--- config.mk ---
export PLATFORM = sky130hd
export DESIGN_NAME = baro_pressure_temp_compensation
export DESIGN_NICKNAME = d
export VERILOG_FILES = /design/src/rtl/core/bptc_pkg.sv /design/src/rtl/core/bptc_csr.sv /design/src/rtl/core/bptc_ctrl.sv /design/src/rtl/core/bptc_dpath.sv /design/src/rtl/core/baro_pressure_temp_compensation.sv
export SDC_FILE = /design/constraint.sdc
export NUM_CORES = 2
export LEC_CHECK = 0
export BUFFER_PORTS_ARGS = -buffer_cell sky130_fd_sc_hd__buf_2
export CAP_MARGIN = 20
export CORE_MARGIN = 5
export CORE_UTILIZATION = 45
export DETAILED_ROUTE_END_ITERATION = 7
export PLACE_DENSITY = 0.63
export SLEW_MARGIN = 20
export SYNTH_ARGS = -nofsm -noshare
export SYNTH_HDL_FRONTEND = slang
export SYNTH_HIERARCHICAL = 1
export SYNTH_SLANG_ARGS = --single-unit
--- constraint.sdc ---
create_clock -name clock -period 15.25 [get_ports clock]
set_input_delay 4.575 -clock clock [delete_from_list [all_inputs] [get_ports clock]]
set_output_delay 4.575 -clock clock [all_outputs]
set_load 0.05 [all_outputs]
--- src/rtl/core/bptc_pkg.sv ---
// Shared types and constants for the barometric pressure and temperature compensation block.
// Holds the calibration set, the controller-to-datapath command and status records and the
// fixed-point limits. Depends on nothing else.
package bptc_pkg;

   // Port and field widths.
   localparam int CSR_ADDR_W = 3;
   localparam int CSR_DATA_W = 16;
   localparam int RAW_W      = 24;
   localparam int TEMP_W     = 15;
   localparam int PRES_W     = 20;
   localparam int REQ_DATA_W = 48;
   localparam int RSP_DATA_W = 40;
   localparam int RSP_USER_W = 2;

   // Calibration register indexes.
   localparam logic [CSR_ADDR_W-1:0] CSR_C1 = 3'd0;
   localparam logic [CSR_ADDR_W-1:0] CSR_C2 = 3'd1;
   localparam logic [CSR_ADDR_W-1:0] CSR_C3 = 3'd2;
   localparam logic [CSR_ADDR_W-1:0] CSR_C4 = 3'd3;
   localparam logic [CSR_ADDR_W-1:0] CSR_C5 = 3'd4;
   localparam logic [CSR_ADDR_W-1:0] CSR_C6 = 3'd5;

   // Temperature constants on the 20-bit working temperature.
   localparam logic signed [19:0] TEMP_KNEE = 20'sd2000;
   localparam logic signed [19:0] TEMP_LOW  = -20'sd5000;
   localparam logic signed [19:0] TEMP_HIGH = 20'sd10000;
   // Cold threshold expressed as an offset from the knee (-1500 - 2000).
   localparam logic signed [17:0] COLD_DIFF = -18'sd3500;
   localparam logic signed [18:0] COLD_BIAS = 19'sd3500;

   // Pressure plausibility window on the 32-bit working pressure.
   localparam logic signed [31:0] PRES_LOW  = 32'sd200000;
   localparam logic signed [31:0] PRES_HIGH = 32'sd840000;

   typedef struct packed {
      logic [CSR_DATA_W-1:0] c1;
      logic [CSR_DATA_W-1:0] c2;
      logic [CSR_DATA_W-1:0] c3;
      logic [CSR_DATA_W-1:0] c4;
      logic [CSR_DATA_W-1:0] c5;
      logic [CSR_DATA_W-1:0] c6;
   } calib_type;

   // Operand pair fed to the shared multiplier.
   typedef enum logic [3:0] {
      MUL_NONE,
      MUL_DT_C6,
      MUL_DT_C4,
      MUL_DT_C3,
      MUL_DT_DT,
      MUL_A_A,
      MUL_B_B,
      MUL_D1_LO,
      MUL_D1_HI
   } mul_sel_type;

   // Datapath register update performed in the cycle.
   typedef enum logic [3:0] {
      WB_NONE,
      WB_TEMP,
      WB_OFF,
      WB_SENS,
      WB_T2,
      WB_A2,
      WB_B2,
      WB_CORR,
      WB_APPLY,
      WB_PLO,
      WB_PHI,
      WB_FULL,
      WB_PRES,
      WB_OUT
   } wb_sel_type;

   typedef struct packed {
      mul_sel_type mul_sel;
      wb_sel_type  wb_sel;
   } cmd_type;

   typedef struct packed {
      logic out_free;
   } status_type;

endpackage

--- src/rtl/core/bptc_csr.sv ---
// Calibration register file: six 16-bit factory coefficients written through a plain port.
// Depends on bptc_pkg for the register indexes and the calibration record.
module bptc_csr (
   input  logic                             clock,
   input  logic                             reset,
   input  logic                             csr_we,
   input  logic [bptc_pkg::CSR_ADDR_W-1:0]  csr_addr,
   input  logic [bptc_pkg::CSR_DATA_W-1:0]  csr_wdata,
   output bptc_pkg::calib_type              calib
);
   import bptc_pkg::*;

   calib_type calib_ff;

   // Decode the index; writes beyond the sixth register are dropped.
   always_ff @(posedge clock) begin
      if (reset) begin
         calib_ff <= '0;
      end else if (csr_we) begin
         case (csr_addr)
            CSR_C1: begin
               calib_ff.c1 <= csr_wdata;
            end
            CSR_C2: begin
               calib_ff.c2 <= csr_wdata;
            end
            CSR_C3: begin
               calib_ff.c3 <= csr_wdata;
            end
            CSR_C4: begin
               calib_ff.c4 <= csr_wdata;
            end
            CSR_C5: begin
               calib_ff.c5 <= csr_wdata;
            end
            CSR_C6: begin
               calib_ff.c6 <= csr_wdata;
            end
            default: begin
            end
         endcase
      end
   end

   assign calib = calib_ff;

endmodule

--- src/rtl/core/bptc_ctrl.sv ---
// Sequencer for the compensation datapath: walks one request through the multiply schedule.
// Depends on bptc_pkg for the command and status records.
module bptc_ctrl (
   input  logic                  clock,
   input  logic                  reset,
   input  logic                  req_tvalid,
   output logic                  req_tready,
   input  bptc_pkg::status_type  status,
   output bptc_pkg::cmd_type     cmd
);
   import bptc_pkg::*;

   typedef enum logic [3:0] {
      ST_IDLE,
      ST_TEMP_MUL,
      ST_OFF_MUL,
      ST_SENS_MUL,
      ST_SQ_MUL,
      ST_A_MUL,
      ST_B_MUL,
      ST_B_WB,
      ST_CORR,
      ST_APPLY,
      ST_PLO_MUL,
      ST_PHI_MUL,
      ST_PHI_WB,
      ST_FULL,
      ST_PRES,
      ST_OUT
   } state_type;

   state_type state_ff, state_in;
   cmd_type   cmd_ff;
   logic      ready_ff;
   logic      req_fire;

   // Command issued while the sequencer sits in a given state.
   function automatic cmd_type cmd_of(input state_type s);
      cmd_type c;
      c.mul_sel = MUL_NONE;
      c.wb_sel  = WB_NONE;
      case (s)
         ST_TEMP_MUL: begin
            c.mul_sel = MUL_DT_C6;
         end
         ST_OFF_MUL: begin
            c.mul_sel = MUL_DT_C4;
            c.wb_sel  = WB_TEMP;
         end
         ST_SENS_MUL: begin
            c.mul_sel = MUL_DT_C3;
            c.wb_sel  = WB_OFF;
         end
         ST_SQ_MUL: begin
            c.mul_sel = MUL_DT_DT;
            c.wb_sel  = WB_SENS;
         end
         ST_A_MUL: begin
            c.mul_sel = MUL_A_A;
            c.wb_sel  = WB_T2;
         end
         ST_B_MUL: begin
            c.mul_sel = MUL_B_B;
            c.wb_sel  = WB_A2;
         end
         ST_B_WB: begin
            c.wb_sel = WB_B2;
         end
         ST_CORR: begin
            c.wb_sel = WB_CORR;
         end
         ST_APPLY: begin
            c.wb_sel = WB_APPLY;
         end
         ST_PLO_MUL: begin
            c.mul_sel = MUL_D1_LO;
         end
         ST_PHI_MUL: begin
            c.mul_sel = MUL_D1_HI;
            c.wb_sel  = WB_PLO;
         end
         ST_PHI_WB: begin
            c.wb_sel = WB_PHI;
         end
         ST_FULL: begin
            c.wb_sel = WB_FULL;
         end
         ST_PRES: begin
            c.wb_sel = WB_PRES;
         end
         ST_OUT: begin
            c.wb_sel = WB_OUT;
         end
         default: begin
         end
      endcase
      return c;
   endfunction

   assign req_fire = req_tvalid & ready_ff;

   // Next state: a fixed walk, holding in the last step until the output register is free.
   always_comb begin
      state_in = state_ff;
      case (state_ff)
         ST_IDLE: begin
            if (req_fire) state_in = ST_TEMP_MUL;
         end
         ST_TEMP_MUL: state_in = ST_OFF_MUL;
         ST_OFF_MUL:  state_in = ST_SENS_MUL;
         ST_SENS_MUL: state_in = ST_SQ_MUL;
         ST_SQ_MUL:   state_in = ST_A_MUL;
         ST_A_MUL:    state_in = ST_B_MUL;
         ST_B_MUL:    state_in = ST_B_WB;
         ST_B_WB:     state_in = ST_CORR;
         ST_CORR:     state_in = ST_APPLY;
         ST_APPLY:    state_in = ST_PLO_MUL;
         ST_PLO_MUL:  state_in = ST_PHI_MUL;
         ST_PHI_MUL:  state_in = ST_PHI_WB;
         ST_PHI_WB:   state_in = ST_FULL;
         ST_FULL:     state_in = ST_PRES;
         ST_PRES:     state_in = ST_OUT;
         ST_OUT: begin
            if (status.out_free) state_in = ST_IDLE;
         end
         default: state_in = ST_IDLE;
      endcase
   end

   // State together with the registered command and ready.
   always_ff @(posedge clock) begin
      if (reset) begin
         state_ff <= ST_IDLE;
         cmd_ff   <= cmd_of(ST_IDLE);
         ready_ff <= 1'b1;
      end else begin
         state_ff <= state_in;
         cmd_ff   <= cmd_of(state_in);
         ready_ff <= (state_in == ST_IDLE);
      end
   end

   assign req_tready = ready_ff;
   assign cmd        = cmd_ff;

   // A request is taken only once until its result has been loaded into the output register.
   a_no_double_accept: assert property (@(posedge clock) disable iff (reset)
      req_fire |=> !ready_ff)
      else $error("bptc_ctrl: ready stayed high after a request was taken");

   // The final step holds while the output register is occupied.
   a_out_wait: assert property (@(posedge clock) disable iff (reset)
      (state_ff == ST_OUT && !status.out_free) |=> (state_ff == ST_OUT))
      else $error("bptc_ctrl: left the output step while the result was not taken");

   // No datapath work is commanded while waiting for a request.
   a_idle_quiet: assert property (@(posedge clock) disable iff (reset)
      ready_ff |-> (cmd_ff.mul_sel == MUL_NONE && cmd_ff.wb_sel == WB_NONE))
      else $error("bptc_ctrl: command issued while idle");

endmodule

--- src/rtl/core/bptc_dpath.sv ---
// Compensation datapath: one shared 26x26 signed multiplier, working registers, the held
// values and the result register. Depends on bptc_pkg for commands, status and constants.
module bptc_dpath (
   input  logic                              clock,
   input  logic                              reset,
   input  logic                              load,
   input  logic [bptc_pkg::RAW_W-1:0]        d1_raw,
   input  logic [bptc_pkg::RAW_W-1:0]        d2_raw,
   input  bptc_pkg::calib_type               calib,
   input  bptc_pkg::cmd_type                 cmd,
   output bptc_pkg::status_type              status,
   input  logic                              rsp_tready,
   output logic                              rsp_tvalid,
   output logic [bptc_pkg::TEMP_W-1:0]       held_temp,
   output logic [bptc_pkg::PRES_W-1:0]       held_pres,
   output logic                              temp_taken,
   output logic                              pres_taken
);
   import bptc_pkg::*;

   // Working registers.
   logic [RAW_W-1:0]    d1_ff;
   logic signed [24:0]  dt_ff;
   logic signed [51:0]  prod_ff;
   logic signed [17:0]  tdiff_ff;
   logic signed [39:0]  off_ff;
   logic signed [39:0]  sens_ff;
   logic [16:0]         t2_ff;
   logic [34:0]         a2_ff;
   logic [34:0]         b2_ff;
   logic [39:0]         off2_ff;
   logic [39:0]         sens2_ff;
   logic signed [19:0]  temp_ff;
   logic [44:0]         plo_ff;
   logic [43:0]         phi_ff;
   logic signed [63:0]  full_ff;
   logic signed [31:0]  pres_ff;

   // Result side.
   logic                rsp_valid_ff;
   logic [TEMP_W-1:0]   held_temp_ff;
   logic [PRES_W-1:0]   held_pres_ff;
   logic                temp_taken_ff;
   logic                pres_taken_ff;

   logic signed [25:0]  mul_a;
   logic signed [25:0]  mul_b;
   logic signed [51:0]  prod_in;
   logic signed [18:0]  bdiff;
   logic                knee;
   logic                cold;
   logic [39:0]         a2_w;
   logic [39:0]         b2_w;
   logic [39:0]         a5;
   logic [39:0]         b7;
   logic [39:0]         b11;
   logic signed [19:0]  temp_base;
   logic [42:0]         q_bits;
   logic signed [43:0]  pres_diff;
   logic                t_ok;
   logic                p_ok;
   logic                out_free;
   logic                out_load;

   // Below the knee when TEMP - 2000 is negative; cold below -1500.
   assign knee  = tdiff_ff[17];
   assign cold  = (tdiff_ff < COLD_DIFF);
   assign bdiff = $signed({tdiff_ff[17], tdiff_ff}) + COLD_BIAS;

   // Operand selection for the shared multiplier.
   always_comb begin
      mul_a = '0;
      mul_b = '0;
      case (cmd.mul_sel)
         MUL_DT_C6: begin
            mul_a = {dt_ff[24], dt_ff};
            mul_b = {10'b0, calib.c6};
         end
         MUL_DT_C4: begin
            mul_a = {dt_ff[24], dt_ff};
            mul_b = {10'b0, calib.c4};
         end
         MUL_DT_C3: begin
            mul_a = {dt_ff[24], dt_ff};
            mul_b = {10'b0, calib.c3};
         end
         MUL_DT_DT: begin
            mul_a = {dt_ff[24], dt_ff};
            mul_b = {dt_ff[24], dt_ff};
         end
         MUL_A_A: begin
            mul_a = {{8{tdiff_ff[17]}}, tdiff_ff};
            mul_b = {{8{tdiff_ff[17]}}, tdiff_ff};
         end
         MUL_B_B: begin
            mul_a = {{7{bdiff[18]}}, bdiff};
            mul_b = {{7{bdiff[18]}}, bdiff};
         end
         MUL_D1_LO: begin
            mul_a = {2'b0, d1_ff};
            mul_b = {6'b0, sens_ff[19:0]};
         end
         MUL_D1_HI: begin
            mul_a = {2'b0, d1_ff};
            mul_b = {{6{sens_ff[39]}}, sens_ff[39:20]};
         end
         default: begin
         end
      endcase
   end

   assign prod_in = mul_a * mul_b;

   // Second-order correction terms built from shifts and adds.
   assign a2_w = {5'b0, a2_ff};
   assign b2_w = {5'b0, b2_ff};
   assign a5   = (a2_w << 2) + a2_w;
   assign b7   = (b2_w << 3) - b2_w;
   assign b11  = (b2_w << 3) + (b2_w << 1) + b2_w;

   assign temp_base = $signed({{2{tdiff_ff[17]}}, tdiff_ff}) + TEMP_KNEE;

   // Pressure: (D1*SENS >> 21) - OFF, then >> 12, all flooring.
   assign q_bits    = full_ff[63:21];
   assign pres_diff = $signed({q_bits[42], q_bits}) - $signed({{4{off_ff[39]}}, off_ff});

   assign t_ok = (temp_ff > TEMP_LOW) && (temp_ff < TEMP_HIGH);
   assign p_ok = (pres_ff > PRES_LOW) && (pres_ff < PRES_HIGH);

   assign out_free = !rsp_valid_ff || rsp_tready;
   assign out_load = (cmd.wb_sel == WB_OUT) && out_free;

   // Input capture and the temperature difference dT = D2 - C5 * 256.
   always_ff @(posedge clock) begin
      if (load) begin
         d1_ff <= d1_raw;
         dt_ff <= $signed({1'b0, d2_raw}) - $signed({1'b0, calib.c5, 8'b0});
      end
   end

   // Shared multiplier output register.
   always_ff @(posedge clock) begin
      if (cmd.mul_sel != MUL_NONE) begin
         prod_ff <= prod_in;
      end
   end

   // Working register updates, one step per command.
   always_ff @(posedge clock) begin
      case (cmd.wb_sel)
         WB_TEMP: begin
            tdiff_ff <= prod_ff[40:23];
         end
         WB_OFF: begin
            off_ff <= $signed({{6{prod_ff[40]}}, prod_ff[40:7]})
                    + $signed({8'b0, calib.c2, 16'b0});
         end
         WB_SENS: begin
            sens_ff <= $signed({{7{prod_ff[40]}}, prod_ff[40:8]})
                     + $signed({9'b0, calib.c1, 15'b0});
         end
         WB_T2: begin
            t2_ff <= prod_ff[47:31];
         end
         WB_A2: begin
            a2_ff <= prod_ff[34:0];
         end
         WB_B2: begin
            b2_ff <= prod_ff[34:0];
         end
         WB_CORR: begin
            off2_ff  <= (a5 >> 1) + (cold ? b7 : 40'd0);
            sens2_ff <= (a5 >> 2) + (cold ? (b11 >> 1) : 40'd0);
         end
         WB_APPLY: begin
            if (knee) begin
               temp_ff <= temp_base - $signed({3'b0, t2_ff});
               off_ff  <= off_ff - $signed(off2_ff);
               sens_ff <= sens_ff - $signed(sens2_ff);
            end else begin
               temp_ff <= temp_base;
            end
         end
         WB_PLO: begin
            plo_ff <= prod_ff[44:0];
         end
         WB_PHI: begin
            phi_ff <= prod_ff[43:0];
         end
         WB_FULL: begin
            full_ff <= $signed({phi_ff, 20'b0}) + $signed({19'b0, plo_ff});
         end
         WB_PRES: begin
            pres_ff <= pres_diff[43:12];
         end
         default: begin
         end
      endcase
   end

   // Held values and the result register; held copies only move when a result is loaded.
   always_ff @(posedge clock) begin
      if (reset) begin
         rsp_valid_ff <= 1'b0;
         held_temp_ff <= '0;
         held_pres_ff <= '0;
      end else if (out_load) begin
         rsp_valid_ff <= 1'b1;
         if (t_ok) held_temp_ff <= temp_ff[TEMP_W-1:0];
         if (p_ok) held_pres_ff <= pres_ff[PRES_W-1:0];
      end else if (rsp_tready) begin
         rsp_valid_ff <= 1'b0;
      end
   end

   // Taken flags travel with the result.
   always_ff @(posedge clock) begin
      if (out_load) begin
         temp_taken_ff <= t_ok;
         pres_taken_ff <= p_ok;
      end
   end

   assign status.out_free = out_free;
   assign rsp_tvalid      = rsp_valid_ff;
   assign held_temp       = held_temp_ff;
   assign held_pres       = held_pres_ff;
   assign temp_taken      = temp_taken_ff;
   assign pres_taken      = pres_taken_ff;

   // A result appears only from the output step.
   a_valid_source: assert property (@(posedge clock) disable iff (reset)
      $rose(rsp_valid_ff) |-> $past(cmd.wb_sel == WB_OUT))
      else $error("bptc_dpath: result raised outside the output step");

   // Held copies change only when a result is loaded.
   a_held_stable: assert property (@(posedge clock) disable iff (reset)
      !out_load |=> ($stable(held_temp_ff) && $stable(held_pres_ff)))
      else $error("bptc_dpath: held value changed without a result");

endmodule

--- src/rtl/core/baro_pressure_temp_compensation.sv ---
// Barometric pressure and temperature compensation with second-order correction.
// One request at a time: the single shared 26x26 multiplier is stepped through eight products
// plus add steps, and the next request is accepted only after the result register takes the
// current result. A waiting result stalls the final step, and no new request is accepted meanwhile.
// Reset (synchronous, active high) clears calibration, held values and handshake state.
// Depends on bptc_pkg, bptc_csr, bptc_ctrl and bptc_dpath.
module baro_pressure_temp_compensation (
   input  logic                             clock,
   input  logic                             reset,
   // Request channel.
   input  logic                             req_tvalid,
   output logic                             req_tready,
   // [23:0] pressure_raw_d1, [47:24] temperature_raw_d2
   input  logic [bptc_pkg::REQ_DATA_W-1:0]  req_tdata,
   // Result channel.
   output logic                             rsp_tvalid,
   input  logic                             rsp_tready,
   // [14:0] temperature_centi_c, [34:15] pressure_eighth_pa, [39:35] zero
   output logic [bptc_pkg::RSP_DATA_W-1:0]  rsp_tdata,
   // [0] temperature_taken, [1] pressure_taken
   output logic [bptc_pkg::RSP_USER_W-1:0]  rsp_tuser,
   // Calibration write port.
   input  logic                             csr_we,
   input  logic [bptc_pkg::CSR_ADDR_W-1:0]  csr_addr,
   input  logic [bptc_pkg::CSR_DATA_W-1:0]  csr_wdata
);
   import bptc_pkg::*;

   calib_type         calib;
   cmd_type           cmd;
   status_type        status;
   logic              req_fire;
   logic [TEMP_W-1:0] held_temp;
   logic [PRES_W-1:0] held_pres;
   logic              temp_taken;
   logic              pres_taken;

   assign req_fire = req_tvalid & req_tready;

   bptc_csr u_csr (
      .clock     (clock),
      .reset     (reset),
      .csr_we    (csr_we),
      .csr_addr  (csr_addr),
      .csr_wdata (csr_wdata),
      .calib     (calib)
   );

   bptc_ctrl u_ctrl (
      .clock      (clock),
      .reset      (reset),
      .req_tvalid (req_tvalid),
      .req_tready (req_tready),
      .status     (status),
      .cmd        (cmd)
   );

   bptc_dpath u_dpath (
      .clock      (clock),
      .reset      (reset),
      .load       (req_fire),
      .d1_raw     (req_tdata[RAW_W-1:0]),
      .d2_raw     (req_tdata[2*RAW_W-1:RAW_W]),
      .calib      (calib),
      .cmd        (cmd),
      .status     (status),
      .rsp_tready (rsp_tready),
      .rsp_tvalid (rsp_tvalid),
      .held_temp  (held_temp),
      .held_pres  (held_pres),
      .temp_taken (temp_taken),
      .pres_taken (pres_taken)
   );

   // Pack the result fields, lowest field first, padded to whole bytes.
   assign rsp_tdata = {{(RSP_DATA_W - TEMP_W - PRES_W){1'b0}}, held_pres, held_temp};
   assign rsp_tuser = {pres_taken, temp_taken};

endmodule

# --- Yosys cells after proc, flatten, opt, wreduce, memory -nomap -nowiden ---
# Index checks and enable logic that the tools add are counted.
word_totals:
  elab_cells: 151
  ff_bits: 714
  in_bits: 72
  output_inout_bits: 44
classes:
  mul: 1
  reduce_logical: 24
  order_cmp: 5
  mux: 16
  eq_ne: 57
  addsub: 16
  n_bitwise: 1
op_table:
  columns: ["op", "count"]
  rows:
  - ["$pmux W26 S8", 1]
  - ["$pmux W40 S2", 2]
  - ["$mux W40", 3]
  - ["$pmux W26 S4", 1]
  - ["$eq A4 B4 Y1 const B", 23]
  - ["$sub A40 B40 Y40", 2]
  - ["$add A64 B46 Y64", 1]
  - ["$eq A4 B3 Y1 const B", 16]
  - ["$pmux W4 S16", 1]
  - ["$pmux W4 S13", 1]
  - ["$mul A26 B26 Y48", 1]
  - ["$sub A43 B40 Y44", 1]
  - ["$add A38 B40 Y40", 1]
  - ["$add A39 B40 Y40", 1]
  - ["$add A40 B35 Y40", 1]
  - ["$add A38 B36 Y39", 1]
  - ["$mux W39", 1]
  - ["$sub A38 B35 Y39", 1]
  - ["$add A37 B35 Y38", 1]
  - ["$add A34 B33 Y35", 1]
  - ["$add A33 B32 Y34", 1]
  - ["$eq A4 B2 Y1 const B", 8]
  - ["$gt A32 B19 Y1 const B", 1]
  - ["$lt A32 B21 Y1 const B", 1]
  - ["27 further kinds", 48]

# --- Longest topological paths before layout ---
logic_depth:
  ltp_word: 6
  depth_mapped: 39
  mapped_depth_nobuf: 37

# --- Hierarchy ---
# Netlist, hierarchy kept.
modules_own_cells:
  columns: ["mod", "seq_area_each_um2", "cells_each", "n_inst", "area_each_um2"]
  rows:
  - ["bptc_dpath", 16545.9, 6362, 1, 61556.5]
  - ["bptc_csr", 1921.8, 336, 1, 3782.4]
  - ["bptc_ctrl", 260.2, 71, 1, 615.6]
  - ["baro_pressure_temp_compensation", 0.0, 9, 1, 62.6]

# --- Worst setup path after synthesis ---
# OpenSTA, ideal clock, no wires.
synth_path:
  path_type: "register to register"
  startpoint: "register u_dpath.tdiff_ff[2]"
  endpoint: "register u_dpath.prod_ff[47] (data pin)"
  setup_slack_ns: 6.674
  required_time_ns: 14.990
  stages_incl_launch_ff: 33
  period_less_slack_ns: 8.576
  setup_time_ns: 0.260
  path_buffers: 2
  arrival_ns: 8.316
  path_cell_list: "edfxtp_1 inv_1 ha_1 nand2b_1 a21boi_0 o21ai_0 a21oi_1 o21ai_0 clkbuf_1 a221oi_1 nor2_1 fa_1 fa_1 fa_1 inv_1 fa_1 fa_1 inv_1 fa_1 fa_1 ha_1 clkbuf_1 o21a_1 o21ai_0 a211oi_1 o21ai_0 a21oi_1 o21ai_1 a311oi_1 a211oi_1 o21ai_0 a21oi_1 xnor2_1"
synth_between:
  elab_chain_len: 3
  elab_cells_between_ends: 4
  classes_between: "1 x add/sub; 1 x mul; 2 x mux"
synth_lines:
  columns: ["item", "line", "text"]
  rows:
  - ["start: declaration", "bptc_dpath.sv:25", "logic signed [17:0] tdiff_ff;"]
  - ["start signal: assignment", "bptc_dpath.sv:152", "tdiff_ff <= prod_ff[40:23];"]
  - ["$add A18 B13 Y19", "bptc_dpath.sv:68", "assign bdiff = $signed({tdiff_ff[17], tdiff_ff}) + COLD_BIAS;"]
  - ["$pmux W26 S8 or $pmux W26 S4 (tied branches)", "bptc_dpath.sv:74", "case (cmd.mul_sel)"]
  - ["$mul A26 B26 Y48 *", "bptc_dpath.sv:112", "assign prod_in = mul_a * mul_b;"]
  - ["net u_dpath.prod_in[47]", "bptc_dpath.sv:48", "logic signed [51:0] prod_in;"]
  - ["end signal: assignment", "bptc_dpath.sv:144", "prod_ff <= prod_in;"]
  - ["end: declaration", "bptc_dpath.sv:24", "logic signed [51:0] prod_ff;"]
# Mark *: on every way through the listed nets, which the timed path passes. The rest lies on a longest branch.
# A chain may end at the register's enable or synchronous reset.

# --- Worst setup path in the final report ---
# Ends and elaborated chain as after synthesis.

==> summary.md <==
| Metric | Value |
|---|---|
| Die Y | `393 µm` |
| Setup CP Type | `reg2reg` |
| Initial antenna violation count | `4` |
| Nets@finish | `about 8.1k` |
| Critical path required time | `15.70 ns` |
| Clock-pin slew on the worst setup and hold paths | `roughly 0.06 ns` |
| Core area | `around 150000 µm²` |
| MaxCap Viol Count | `0` |
| Share of post-route cells with drive strength above 1 | `0.0619` |
| Hold path startpoint | `u_dpath/prod_ff[46]` |
| Register area | `around 19000 µm²` |
| Pre-CTS setup slack | `between 5 and 6 ns` |
| Asr flop ratio synth | `0` |
| Worst-Skew Late Latency | `approximately 0.72 ns` |
| Initial core utilization | `0.453` |
| DRC viols | `11` |
| Vias post-DR | `just over 50k` |
| Hold Crit Depth | `0` |
| Number of standard cells in the final layout excluding fillers | `~8.8k` |
| Worst setup SP type | `register` |
| CP Max Fanout | `20` |
| Seq/Total Area, Yosys | `0.284` |
| R2r endpoint | `u_dpath/prod_ff[47]` |
| First-pass GRT wire length | `between 300000 and 400000 µm` |
| Fin area | `around 72000 µm²` |
| Final setup TNS | `0 ns` |
| Routed Antenna Nets | `0` |
| CP peak stage delay | `approximately 0.6 ns` |
| H-tree Lvls | `3` |
| Mapped Cells | `roughly 6.8k` |
| #FFs+latches synth | `around 670` |
| Critical Path End Type | `register` |
| Dpl hpwl | `between 150000 and 200000 µm` |
| Root Buffer | `clkbuf_16` |
| Failing checks | `design-rule violations` |
| Clock skew | `0.0578 ns` |
| RR Startpoint | `u_dpath/tdiff_ff[2]` |
| Worst hold endpoint | `u_dpath/t2_ff[15]` |
| Clock Path Buffers | `3` |
| Routed WL per cell | `~24 µm` |
| Global route overflow | `0` |
| First-pass DRT Iterations | `8` |
| Synth Flop Type | `edfxtp_1` |
| LEAKAGE | `32.3 nW` |
| Part of the cycle the worst path needs | `0.678` |
| Hold-fix buffers at CTS | `0` |
| R2r worst-path depth | `33` |
| Endpoints failing hold | `0` |
| Via density | `5.71` |
| RSZ-0062 raised after global routing | `false` |
| Syn_area_per_cell | `a little under 10 µm²` |
| Max VDD drop | `roughly 0.098 mV` |
| Routability-driven placement congestion ratio | `about 0.98` |
| TritonCTS Sinks | `approximately 670` |
| Outcome | `finished with violations` |
| Worst-margin pin slew | `between 1 and 1.5 ns` |
| Ys Warns | `6` |
| Crit path DAT | `between 10 and 15 ns` |
| CTS resizes | `0` |
| Total routed wirelength | `209000 µm` |
| Rows | `140` |
| Post-layout util | `0.492` |
| Count of final setup violators | `0` |
| CTS buffer count | `80` |
| Top cell by count, worst path | `fa_1` |
| Fin worst setup slack | `4.91 ns` |
| Setup repair bufs after CTS | `0` |
| Synthesized cell area | `~66000 µm²` |
| Die X | `393 µm` |
| Post-DP Area | `68900 µm²` |
| Min cycle time layout | `~10 ns` |
| Iter 0 DRT Violations | `about 4.4k` |
| GRT Total Usage | `0.270` |
| Crit-path slowest cell | `a311oi_1` |
| Vias in the first global route | `51.0k` |
| Die area | `around 150000 µm²` |
| Worst Hold Class | `reg2reg` |
| Slew Limit Fails | `0` |
| Layout area overhead | `8.65%` |
| Multi-input gate area | `about 43000 µm²` |
| # IOs | `between 100 and 150` |
| Number of synthesized flops with an enable pin | `~530` |
| Unique cell type count in the Yosys netlist | `about 100` |
| Cells after DPL | `8679` |
| Number of fill cells | `approximately 13k` |
| R2R Setup Slk | `between 4 and 5 ns` |
| IO Port Bufs | `110` |
| Pin count of the biggest net entering global routing | `76` |
| CTS tree | `yes` |
| Pwr Density | `approximately 99 nW/µm²` |
| Max-slew headroom | `0.217` |
| Max Clock Freq | `just under 0.1 GHz` |
Yosys cell counts (9+ instances only):
cell,number,area share
nand2_1,710,0.040
nand2b_1,174,0.016
o31a_1,13,0.0017
nand3b_1,16,0.0018
o21ai_0,217,0.016
inv_1,956,0.054
buf_4,13,0.0015
xor2_1,145,0.019
nand3_1,85,0.0064
a222oi_1,35,0.0053
a211o_1,19,0.0025
clkbuf_1,185,0.011
a31o_2,12,0.0016
a221o_1,23,0.0035
and3_1,47,0.0045
a21oi_1,345,0.026
o21bai_1,55,0.0063
a21o_1,157,0.018
nor4_1,12,0.0011
o211ai_1,11,0.0013
or2_2,13,0.0012
or3_1,36,0.0034
o2111ai_1,14,0.0019
ha_1,530,0.10
and2_1,77,0.0073
o22ai_1,9,0.00085
fa_1,700,0.21
dfxtp_1,145,0.044
buf_2,13,0.00099
o31ai_1,19,0.0022
mux2i_1,133,0.020
nor2b_1,76,0.0072
xnor2_1,253,0.034
nor3b_1,11,0.0013
o21a_1,67,0.0076
a211oi_1,49,0.0056
edfxtp_1,527,0.24
a21boi_0,20,0.0023
nor3_1,93,0.0071
o21ai_1,21,0.0016
a31oi_1,50,0.0047
nand4_1,20,0.0019
a221oi_1,26,0.0034
nor2_1,491,0.028
cell type report:
type | instances | share of cell area
timing repair buffer | 201 | 0.0172
antenna | 3 | 0.000105
inverter | 957 | 0.0501
clock buffer | 102 | 0.0305
tap | 1917 | 0.0334
clock inverter | 47 | 0.00834
multi-input combinational | 4932 | 0.599
sequential | 672 | 0.261
worst max path at each step:
stage	cells after the start	from	slack [ns]	to
3_3_place_gp	31	u_dpath/tdiff_ff[7]	5.05	u_dpath/prod_ff[47]
2_1_floorplan	32	u_dpath/tdiff_ff[2]	6.67	u_dpath/prod_ff[47]
4_1_cts	33	u_dpath/tdiff_ff[2]	5.04	u_dpath/prod_ff[47]
6_report	33	u_dpath/tdiff_ff[2]	4.91	u_dpath/prod_ff[47]
3_5_place_dp	31	u_dpath/tdiff_ff[8]	5.07	u_dpath/prod_ff[47]
5_1_grt	33	u_dpath/tdiff_ff[2]	4.40	u_dpath/prod_ff[47]
kinds of logic after synthesis:
logic type      after synthesis  share of synthesized area
simple gates               1897                      0.133
flops                       672                      0.284
fa+ha+maj                  1230                      0.313
buf+inv                    1178                     0.0682
other cells                   1                  0.0000568
compound gates             1265                      0.129
mux                         137                     0.0208
xor+xnor                    398                     0.0528
flip-flops by register name (all words and copies together) (netlist names), 4 cells and up:
name               count
u_csr/calib           96
u_ctrl/cmd             8
u_ctrl/state_ff        4
u_dpath/a2_ff         35
u_dpath/b2_ff         35
u_dpath/d1_ff         24
u_dpath/dt_ff         25
u_dpath/full_ff       43
u_dpath/held_pres     20
u_dpath/held_temp     15
u_dpath/off2_ff       40
u_dpath/off_ff        40
u_dpath/phi_ff        44
u_dpath/plo_ff        25
u_dpath/pres_ff       32
u_dpath/prod_ff       48
u_dpath/sens2_ff      39
u_dpath/sens_ff       40
u_dpath/t2_ff         17
u_dpath/tdiff_ff      18
u_dpath/temp_ff       20
layer usage:
layer  part of all wire  global-route usage  up-vias
li1                   -                   -    23000
met1               0.42               0.358    25100
met2               0.46               0.438     1976
met3              0.075              0.0446      435
met4              0.054               0.122        0
met5                  0                   0        -
critical path, delay by kind of cell (launching register included):
kind,cells,cell delay [ns]
adder cells (fa/ha/maj),9,4.17
AO/OA/AOI/OAI,15,3.79
AND/OR/NAND/NOR,3,0.83
buffers and inverters,5,0.66
flip-flops,1,0.46
XOR/XNOR,1,0.13
through the flow:
step,power (mW),hold slack [ns]
after detailed placement,5.07,0.440
final,7.11,0.444
after floorplan,4.03,0.400
after CTS,7.11,0.450
after global routing,7.46,0.460
after global placement,5.03,0.448
power by group:
part / leakage (nW) / internal [mW] / switching, mW
combinational: 25.0 / 0.910 / 1.68
clock: 1.35 / 1.16 / 0.853
sequential: 6.00 / 2.24 / 0.271
total: 32.3 / 4.31 / 2.80
layout by cell type, fill, tap and decap left out, drive strengths merged, types with 94 or more instances in the layout:
master    n
ha      530
inv     962
xor2    145
a21oi   348
dfxtp   145
nand2b  174
nor2    491
edfxtp  527
o21ai   240
buf     201
a21o    157
fa      700
clkbuf  102
xnor2   253
mux2i   133
nor3     94
nand2   711
No activity file was read; power rests on OpenSTA's default activity.
